## config.mk

```make
export PLATFORM = sky130hd
export DESIGN_NAME = buzzer_pattern_sequencer_top_flat
export DESIGN_NICKNAME = d
export VERILOG_FILES = /design/src/design/bps_pkg.sv /design/src/design/bps_if.sv /design/src/design/buzzer_pattern_sequencer_top.sv /design/src/design/bps_in_stage.sv /design/src/design/bps_seq.sv /design/src/design/bps_out_stage.sv /design/src/flat_wrapper.sv
export SDC_FILE = /design/constraint.sdc
export NUM_CORES = 1
export LEC_CHECK = 0
export ABC_AREA = 1
export BUFFER_PORTS_ARGS = -buffer_cell sky130_fd_sc_hd__buf_2
export CORE_ASPECT_RATIO = 1.25
export CORE_MARGIN = 8
export CORE_UTILIZATION = 30
export DETAILED_ROUTE_END_ITERATION = 12
export GPL_TIMING_DRIVEN = 0
export HOLD_SLACK_MARGIN = 0.03
export SLEW_MARGIN = 10
export SYNTH_ARGS = -nofsm -noshare
export SYNTH_HDL_FRONTEND = slang
export SYNTH_SLANG_ARGS = --single-unit
```

## constraint.sdc

```tcl
create_clock -name clk -period 7.1 [get_ports clk]
set_clock_uncertainty 0.2 [all_clocks]
set_input_delay 2.13 -clock clk [delete_from_list [all_inputs] [get_ports clk]]
set_output_delay 2.13 -clock clk [all_outputs]
set_load 0.02 [all_outputs]
```

## src/design/bps_pkg.sv

```systemverilog
`timescale 1ns / 1ps
package bps_pkg;

  localparam int unsigned NUM_PATTERNS = 5;
  localparam int unsigned MAX_STEPS    = 4;

  localparam logic [1:0] MODE_PLAY    = 2'd0;
  localparam logic [1:0] MODE_SILENCE = 2'd1;
  localparam logic [1:0] MODE_TICK    = 2'd2;
  localparam logic [1:0] MODE_NONE    = 2'd3;

  localparam logic [2:0]  CONT_CODE = 3'd5;
  localparam logic [11:0] CONT_FREQ = 12'd800;

  typedef struct packed {
    logic [1:0] mode;
    logic [2:0] pattern;
  } item_t;

  typedef struct packed {
    logic        tone_on;
    logic [11:0] tone_freq_hz;
    logic        idle;
  } result_t;

  typedef struct packed {
    logic [11:0] freq;
    logic [8:0]  tone_ms;
    logic [8:0]  gap_ms;
  } step_t;

  // Number of steps in each pattern.
  function automatic logic [1:0] step_count(input logic [2:0] sel);
    logic [1:0] cnt;
    unique case (sel)
      3'd0:    cnt = 2'd1;
      3'd1:    cnt = 2'd2;
      3'd2:    cnt = 2'd1;
      3'd3:    cnt = 2'd3;
      3'd4:    cnt = 2'd2;
      default: cnt = 2'd0;
    endcase
    return cnt;
  endfunction

  // Frequency, tone length and gap length of one step of one pattern.
  function automatic step_t step_rom(input logic [2:0] sel, input logic [1:0] idx);
    step_t s;
    unique case ({sel, idx})
      {3'd0, 2'd0}: s = '{freq: 12'd2700, tone_ms: 9'd50,  gap_ms: 9'd0};
      {3'd1, 2'd0}: s = '{freq: 12'd2700, tone_ms: 9'd50,  gap_ms: 9'd50};
      {3'd1, 2'd1}: s = '{freq: 12'd2700, tone_ms: 9'd50,  gap_ms: 9'd0};
      {3'd2, 2'd0}: s = '{freq: 12'd1800, tone_ms: 9'd300, gap_ms: 9'd0};
      {3'd3, 2'd0}: s = '{freq: 12'd1000, tone_ms: 9'd80,  gap_ms: 9'd40};
      {3'd3, 2'd1}: s = '{freq: 12'd1000, tone_ms: 9'd80,  gap_ms: 9'd40};
      {3'd3, 2'd2}: s = '{freq: 12'd1000, tone_ms: 9'd80,  gap_ms: 9'd0};
      {3'd4, 2'd0}: s = '{freq: 12'd1500, tone_ms: 9'd80,  gap_ms: 9'd30};
      {3'd4, 2'd1}: s = '{freq: 12'd2500, tone_ms: 9'd80,  gap_ms: 9'd0};
      default:      s = '0;
    endcase
    return s;
  endfunction

endpackage

```

## src/design/bps_if.sv

```systemverilog
`timescale 1ns / 1ps
interface bps_in_if;
  logic       valid;
  logic       ready;
  logic [1:0] mode;
  logic [2:0] pattern;

  modport source (output valid, output mode, output pattern, input ready);
  modport sink   (input valid, input mode, input pattern, output ready);
endinterface

interface bps_out_if;
  logic        valid;
  logic        ready;
  logic        tone_on;
  logic [11:0] tone_freq_hz;
  logic        idle;

  modport source (output valid, output tone_on, output tone_freq_hz, output idle, input ready);
  modport sink   (input valid, input tone_on, input tone_freq_hz, input idle, output ready);
endinterface

```

## src/design/buzzer_pattern_sequencer_top.sv

```systemverilog
`timescale 1ns / 1ps
// A result passes through the input register, then the sequencer state and result register,
// which are written together, before it is presented on out_bus and can be taken.
// Throughput: one item per cycle while out_ready does not stall the output; the input register
// frees whenever the result register is empty or its result is taken in the same cycle.
// Reset (rst_n low, synchronous): no pattern runs, no tone is held, both stages empty.
module buzzer_pattern_sequencer_top
  import bps_pkg::*;
(
  input  logic             clk,
  input  logic             rst_n,
  bps_in_if.sink           in_bus,
  bps_out_if.source        out_bus
);

  item_t   in_item;
  item_t   item;
  logic    item_valid;
  logic    space;
  logic    take;
  result_t result;
  result_t out_result;

  assign in_item.mode    = in_bus.mode;
  assign in_item.pattern = in_bus.pattern;

  bps_in_stage u_in_stage (
    .clk        (clk),
    .rst_n      (rst_n),
    .in_valid   (in_bus.valid),
    .in_ready   (in_bus.ready),
    .in_item    (in_item),
    .advance    (space),
    .item_valid (item_valid),
    .item       (item)
  );

  bps_seq u_seq (
    .clk    (clk),
    .rst_n  (rst_n),
    .take   (take),
    .item   (item),
    .result (result)
  );

  bps_out_stage u_out_stage (
    .clk        (clk),
    .rst_n      (rst_n),
    .item_valid (item_valid),
    .result     (result),
    .space      (space),
    .take       (take),
    .out_valid  (out_bus.valid),
    .out_ready  (out_bus.ready),
    .out_result (out_result)
  );

  assign out_bus.tone_on      = out_result.tone_on;
  assign out_bus.tone_freq_hz = out_result.tone_freq_hz;
  assign out_bus.idle         = out_result.idle;

endmodule

```

## src/design/bps_in_stage.sv

```systemverilog
`timescale 1ns / 1ps
module bps_in_stage
  import bps_pkg::*;
(
  input  logic       clk,
  input  logic       rst_n,
  input  logic       in_valid,
  output logic       in_ready,
  input  item_t      in_item,
  input  logic       advance,
  output logic       item_valid,
  output item_t      item
);

  logic  valid_r;
  logic  valid_nxt;
  item_t item_r;

  assign in_ready   = !valid_r || advance;
  assign valid_nxt  = in_ready ? in_valid : valid_r;
  assign item_valid = valid_r;
  assign item       = item_r;

  always_ff @(posedge clk) begin
    if (!rst_n) begin
      valid_r <= 1'b0;
    end else begin
      valid_r <= valid_nxt;
    end
  end

  always_ff @(posedge clk) begin
    if (in_ready && in_valid) begin
      item_r <= in_item;
    end
  end

endmodule

```

## src/design/bps_seq.sv

```systemverilog
`timescale 1ns / 1ps
module bps_seq
  import bps_pkg::*;
(
  input  logic    clk,
  input  logic    rst_n,
  input  logic    take,
  input  item_t   item,
  output result_t result
);

  logic        active_r, active_nxt;
  logic [2:0]  sel_r, sel_nxt;
  logic [1:0]  step_r, step_nxt;
  logic        gap_r, gap_nxt;
  logic [8:0]  rem_r, rem_nxt;
  logic        hold_r, hold_nxt;
  logic [11:0] freq_r, freq_nxt;

  logic [8:0] rem_dec;
  logic [2:0] next_idx;
  step_t      cur_step;
  step_t      next_step;
  step_t      first_step;
  logic       past_end;

  assign rem_dec    = (rem_r != 9'd0) ? rem_r - 9'd1 : 9'd0;
  assign next_idx   = {1'b0, step_r} + 3'd1;
  assign cur_step   = step_rom(sel_r, step_r);
  assign next_step  = step_rom(sel_r, next_idx[1:0]);
  assign first_step = step_rom(item.pattern, 2'd0);
  assign past_end   = (next_idx >= {1'b0, step_count(sel_r)}) ||
                      (next_idx >= 3'(MAX_STEPS));

  always_comb begin
    active_nxt = active_r;
    sel_nxt    = sel_r;
    step_nxt   = step_r;
    gap_nxt    = gap_r;
    rem_nxt    = rem_r;
    hold_nxt   = hold_r;
    freq_nxt   = freq_r;
    if (take) begin
      unique case (item.mode)
        MODE_PLAY: begin
          if (item.pattern < 3'(NUM_PATTERNS)) begin
            hold_nxt   = 1'b0;
            sel_nxt    = item.pattern;
            active_nxt = 1'b1;
            step_nxt   = 2'd0;
            gap_nxt    = 1'b0;
            freq_nxt   = first_step.freq;
            rem_nxt    = first_step.tone_ms;
          end else if (item.pattern == CONT_CODE) begin
            active_nxt = 1'b0;
            step_nxt   = 2'd0;
            gap_nxt    = 1'b0;
            rem_nxt    = 9'd0;
            sel_nxt    = 3'd0;
            hold_nxt   = 1'b1;
            freq_nxt   = CONT_FREQ;
          end
        end
        MODE_SILENCE: begin
          active_nxt = 1'b0;
          step_nxt   = 2'd0;
          gap_nxt    = 1'b0;
          rem_nxt    = 9'd0;
          freq_nxt   = 12'd0;
          sel_nxt    = 3'd0;
          hold_nxt   = 1'b0;
        end
        MODE_TICK: begin
          if (active_r) begin
            if (rem_dec != 9'd0) begin
              rem_nxt = rem_dec;
            end else if (gap_r) begin
              if (past_end) begin
                active_nxt = 1'b0;
                step_nxt   = 2'd0;
                gap_nxt    = 1'b0;
                rem_nxt    = 9'd0;
                freq_nxt   = 12'd0;
              end else begin
                active_nxt = 1'b1;
                step_nxt   = next_idx[1:0];
                gap_nxt    = 1'b0;
                freq_nxt   = next_step.freq;
                rem_nxt    = next_step.tone_ms;
              end
            end else begin
              freq_nxt = 12'd0;
              if (cur_step.gap_ms != 9'd0) begin
                gap_nxt = 1'b1;
                rem_nxt = cur_step.gap_ms;
              end else begin
                active_nxt = 1'b0;
                step_nxt   = 2'd0;
                gap_nxt    = 1'b0;
                rem_nxt    = 9'd0;
              end
            end
          end
        end
        MODE_NONE: begin
        end
        default: begin
        end
      endcase
    end
  end

  always_comb begin
    result.tone_on      = (freq_nxt != 12'd0);
    result.tone_freq_hz = freq_nxt;
    result.idle         = !active_nxt && !hold_nxt;
  end

  always_ff @(posedge clk) begin
    if (!rst_n) begin
      active_r <= 1'b0;
      sel_r    <= 3'd0;
      step_r   <= 2'd0;
      gap_r    <= 1'b0;
      rem_r    <= 9'd0;
      hold_r   <= 1'b0;
      freq_r   <= 12'd0;
    end else begin
      active_r <= active_nxt;
      sel_r    <= sel_nxt;
      step_r   <= step_nxt;
      gap_r    <= gap_nxt;
      rem_r    <= rem_nxt;
      hold_r   <= hold_nxt;
      freq_r   <= freq_nxt;
    end
  end

  a_silence_clears: assert property (@(posedge clk) disable iff (!rst_n)
    (take && item.mode == MODE_SILENCE) |=> (!active_r && !hold_r && freq_r == 12'd0))
    else $error("silence item did not stop the buzzer");

  a_gap_is_silent: assert property (@(posedge clk) disable iff (!rst_n)
    gap_r |-> (freq_r == 12'd0 && active_r))
    else $error("gap phase with a tone or without a running pattern");

  a_active_excludes_hold: assert property (@(posedge clk) disable iff (!rst_n)
    active_r |-> (!hold_r && rem_r != 9'd0))
    else $error("running pattern overlaps a held tone or has no time left");

  a_idle_is_clean: assert property (@(posedge clk) disable iff (!rst_n)
    !active_r |-> (step_r == 2'd0 && rem_r == 9'd0 && !gap_r))
    else $error("idle sequencer left step state behind");

endmodule

```

## src/design/bps_out_stage.sv

```systemverilog
`timescale 1ns / 1ps
module bps_out_stage
  import bps_pkg::*;
(
  input  logic    clk,
  input  logic    rst_n,
  input  logic    item_valid,
  input  result_t result,
  output logic    space,
  output logic    take,
  output logic    out_valid,
  input  logic    out_ready,
  output result_t out_result
);

  logic    valid_r;
  logic    valid_nxt;
  result_t result_r;

  assign space      = !valid_r || out_ready;
  assign take       = item_valid && space;
  assign valid_nxt  = space ? item_valid : valid_r;
  assign out_valid  = valid_r;
  assign out_result = result_r;

  always_ff @(posedge clk) begin
    if (!rst_n) begin
      valid_r <= 1'b0;
    end else begin
      valid_r <= valid_nxt;
    end
  end

  always_ff @(posedge clk) begin
    if (take) begin
      result_r <= result;
    end
  end

endmodule
```

## src/flat_wrapper.sv

```systemverilog
// flat-port wrapper written by rule: the top's interface ports become plain ports
module buzzer_pattern_sequencer_top_flat import bps_pkg::*;
  (clk, rst_n, in_bus_valid, in_bus_mode, in_bus_pattern, in_bus_ready, out_bus_valid, out_bus_tone_on, out_bus_tone_freq_hz, out_bus_idle, out_bus_ready);
  bps_in_if in_bus_i ();
  bps_out_if out_bus_i ();
  input  logic clk;
  input  logic rst_n;
  input wire logic [$bits(in_bus_i.valid)-1:0] in_bus_valid;
  input wire logic [$bits(in_bus_i.mode)-1:0] in_bus_mode;
  input wire logic [$bits(in_bus_i.pattern)-1:0] in_bus_pattern;
  output wire logic [$bits(in_bus_i.ready)-1:0] in_bus_ready;
  output wire logic [$bits(out_bus_i.valid)-1:0] out_bus_valid;
  output wire logic [$bits(out_bus_i.tone_on)-1:0] out_bus_tone_on;
  output wire logic [$bits(out_bus_i.tone_freq_hz)-1:0] out_bus_tone_freq_hz;
  output wire logic [$bits(out_bus_i.idle)-1:0] out_bus_idle;
  input wire logic [$bits(out_bus_i.ready)-1:0] out_bus_ready;
  assign in_bus_i.valid = in_bus_valid;
  assign in_bus_i.mode = in_bus_mode;
  assign in_bus_i.pattern = in_bus_pattern;
  assign in_bus_ready = in_bus_i.ready;
  assign out_bus_valid = out_bus_i.valid;
  assign out_bus_tone_on = out_bus_i.tone_on;
  assign out_bus_tone_freq_hz = out_bus_i.tone_freq_hz;
  assign out_bus_idle = out_bus_i.idle;
  assign out_bus_i.ready = out_bus_ready;
  buzzer_pattern_sequencer_top u_core (.clk(clk), .rst_n(rst_n), .in_bus(in_bus_i), .out_bus(out_bus_i));
endmodule
```

==> impl_metrics.tcl <==
set metrics [dict create \
    crit_path_end_kind "output port" \
    antenna_cells 0 \
    stdcell_area_sq_um 3590 \
    wl_per_cell_um 13.7 \
    crit_fanout 3 \
    cp.required_ns 4.77 \
    cts.reportedPaths.clkPinSlew_ns 0.07 \
    leakage_nw 1.66 \
    grt_util_all_layers 0.120 \
    hold_viol 0 \
    maxCapViolations 0 \
    yosysUniqueCellTypes 39 \
    p_comb_frac 0.224 \
    r2r-start "u_core.u_seq.sel_r[2]" \
    drtIter0Drc 183 \
    cts_tree "built" \
    cp-start-kind "input pin" \
    first_pass_iters 5 \
    r2r_slack_ns 3.93 \
    p_per_area_nw_per_um2 226 \
    drc 0 \
    final_common_cell "nand2_1" \
    drive_above_1_share 0.117 \
    path_common_cell "buf_2" \
    antenna_found_initial 0 \
    postRouteAntennaNets 0 \
    placed_area_sq_um 3400 \
    ys.warnings.count 0 \
    crit_path_max_incr_delay_ns 0.18 \
    die_w_um 107 \
    synthToLayoutAreaGrowth_pct 15.1 \
    grt_pass1_wl_um 13500 \
    clockRootBuffer "clkbuf_16" \
    cts_sinks 50 \
    nets 489 \
    rsz0062_at_grt "false" \
    wl_um 8200 \
    crit_slowest_cell "buf_2" \
    critical_path_class "in2out" \
    min_period_over_period 0.687 \
    startpoint "out_bus_ready" \
    fp-row-count 41 \
    crit_chain "buf_2 -> inv_1 -> nand3_1 -> buf_2" \
    switching_share 0.300 \
    hp-start "u_core.u_seq.freq_r[0]" \
    dpl.hpwl_um 6360 \
    power.share.clock 0.376 \
    synth_seq_cells 50 \
    grt_max_degree 16 \
    synth_fp_nets 459 \
    fin_crit_ns 4.88 \
    netSwitchingPower_mw 0.243 \
    yosysSeqAreaShare 0.382 \
    grt_remaining_overflow 0 \
    fin_hold_ws_ns 0.247 \
    synth_area_sq_um 3120 \
    start_util 0.309 \
    vias 2970 \
    place.gp.congestion 0.946 \
    num_io_pins 25 \
    p_total_mw 0.811 \
    cts-buffers-inserted 5 \
    final_cell_mix "92 x nand2_1, 67 x inv_1, 52 x nor2_1, 31 x nand3_1, 31 x dfxtp_1" \
    synthCells 439 \
    grt_pass1_vias 2803 \
    cts_buffer_depth 2 \
    finalSetupTns_ns 0 \
    status "completed" \
    relSlewSlack 0.562 \
    crit_arrival_ns 2.55 \
    hp-class "reg2reg" \
    cts.repair.resized 0 \
    h-tree-depth 2 \
    ir_worst_vdd_uv 174 \
    hold_buffers 0 \
    synth.avg_cell_area_sq_um 7.11 \
    chipHeight_um 130 \
    vias_per_cell 4.96 \
    sequentialPowerShare 0.400 \
    finalSetupViolCount 0 \
    fin_util 0.355 \
    die_area_sq_um 13900 \
    place.port_buffers 23 \
    clock.fmax_mhz 205 \
    clk_latency_ns 0.29 \
    internal-power_mw 0.568 \
    slew_violations 0 \
    tightest_slew_ns 0.656 \
    core_area_sq_um 10100 \
    fillerInstances 1051 \
    post-cts-setup-buffer-count 0 \
]
[flip-flops by register name (all words and copies together), names as in the netlist]
name                           cells
u_core.u_seq.step_r                2
u_core.u_seq.rem_r                 9
u_core.u_out_stage.out_result     14
u_core.u_seq.freq_r               12
u_core.u_in_stage.item             5
u_core.u_seq.sel_r                 3
u_core.u_seq.gap_r                 1
u_core.u_in_stage.item_valid       1
u_core.u_seq.active_r              1
u_core.u_seq.hold_r                1
u_core.u_out_stage.out_valid       1
[synth_stat cells (all sizes together)]
cell type | number | area, sq um
o2111ai | 1 | 8.76
nor2 | 55 | 228
fa | 1 | 20.0
a32o | 1 | 10.0
a21oi | 27 | 146
nand2 | 98 | 393
edfxtp | 19 | 571
o21bai | 1 | 7.51
clkbuf | 11 | 41.3
a21boi | 1 | 11.3
o22ai | 1 | 6.26
nor3 | 7 | 35.0
o211ai | 2 | 15.0
and2 | 2 | 12.5
a211oi | 4 | 30.0
a32oi | 1 | 8.76
o31ai | 1 | 7.51
nand3 | 35 | 203
a41oi | 1 | 8.76
buf | 3 | 27.5
inv | 72 | 270
a221oi | 4 | 35.0
clkinv | 1 | 5.00
a31oi | 8 | 50.1
dfxtp | 31 | 621
o21ai | 30 | 150
nand4 | 9 | 56.3
xor2 | 2 | 17.5
ha | 10 | 125
[cell families after synthesis]
family,after synthesis,synth area share
AOI/OAI and AO/OA,83,0.159
xor gates and xnor gates,2,0.00561
DFF,50,0.382
and+or+nand+nor,206,0.297
adders and majority gates,11,0.0465
buffers and inverters,87,0.110
[worst paths after layout]
kind,to,depth (start not counted)
worst max register to register,u_core.u_out_stage.out_result[13],17
worst max-delay path,in_bus_ready,4
worst min register to register,u_core.u_seq.freq_r[0],2
worst min-delay path,u_core.u_seq.freq_r[0],2
[power by group through the flow]
stage	Clock [mW]	Combinational, mW	Sequential [mW]
after global placement	0	0.177	0.330
after global routing	0.321	0.204	0.327
after CTS	0.311	0.181	0.325
after floorplan	0	0.133	0.335
final	0.305	0.182	0.325
after detailed placement	0	0.180	0.331
[critical path: cells and delay by family]
| family | cells | cell delay, ns |
|---|---|---|
| and+or+nand+nor | 1 | 0.09 |
| buffers and inverters | 3 | 0.32 |
[area by class of cell]
| class | instances | area (sq um) | share of cell area |
|---|---|---|---|
| plain buffers | 14 | 68.8 | 0.0192 |
| clock inverters | 1 | 30.0 | 0.00836 |
| flip-flops and latches | 50 | 1190 | 0.332 |
| well taps | 129 | 161 | 0.0449 |
| repair buffers | 23 | 115 | 0.0321 |
| multi-input cells | 302 | 1590 | 0.441 |
| inverters | 73 | 275 | 0.0767 |
| clock buffers | 7 | 164 | 0.0456 |
[metrics by stage]
stage | setup WS, ns | cells
6_report | 2.22 | 599
4_1_cts | 2.21 | 599
2_1_floorplan | 2.39 | 439
5_1_grt | 2.17 | 599
3_5_place_dp | 2.21 | 591
3_3_place_gp | 2.22 | 591
[routing by layer]
metal  track usage  wire length [um]  up-vias  part of all wire
met1         0.133              3340     1347              0.41
met4        0.0614               296        0             0.036
met3        0.0217               396       22             0.048
li1              -                 -     1498                 -
met2         0.215              4170      103              0.51
met5             0                 0        -                 0
Note: power is estimated with default switching activity, not from simulation.
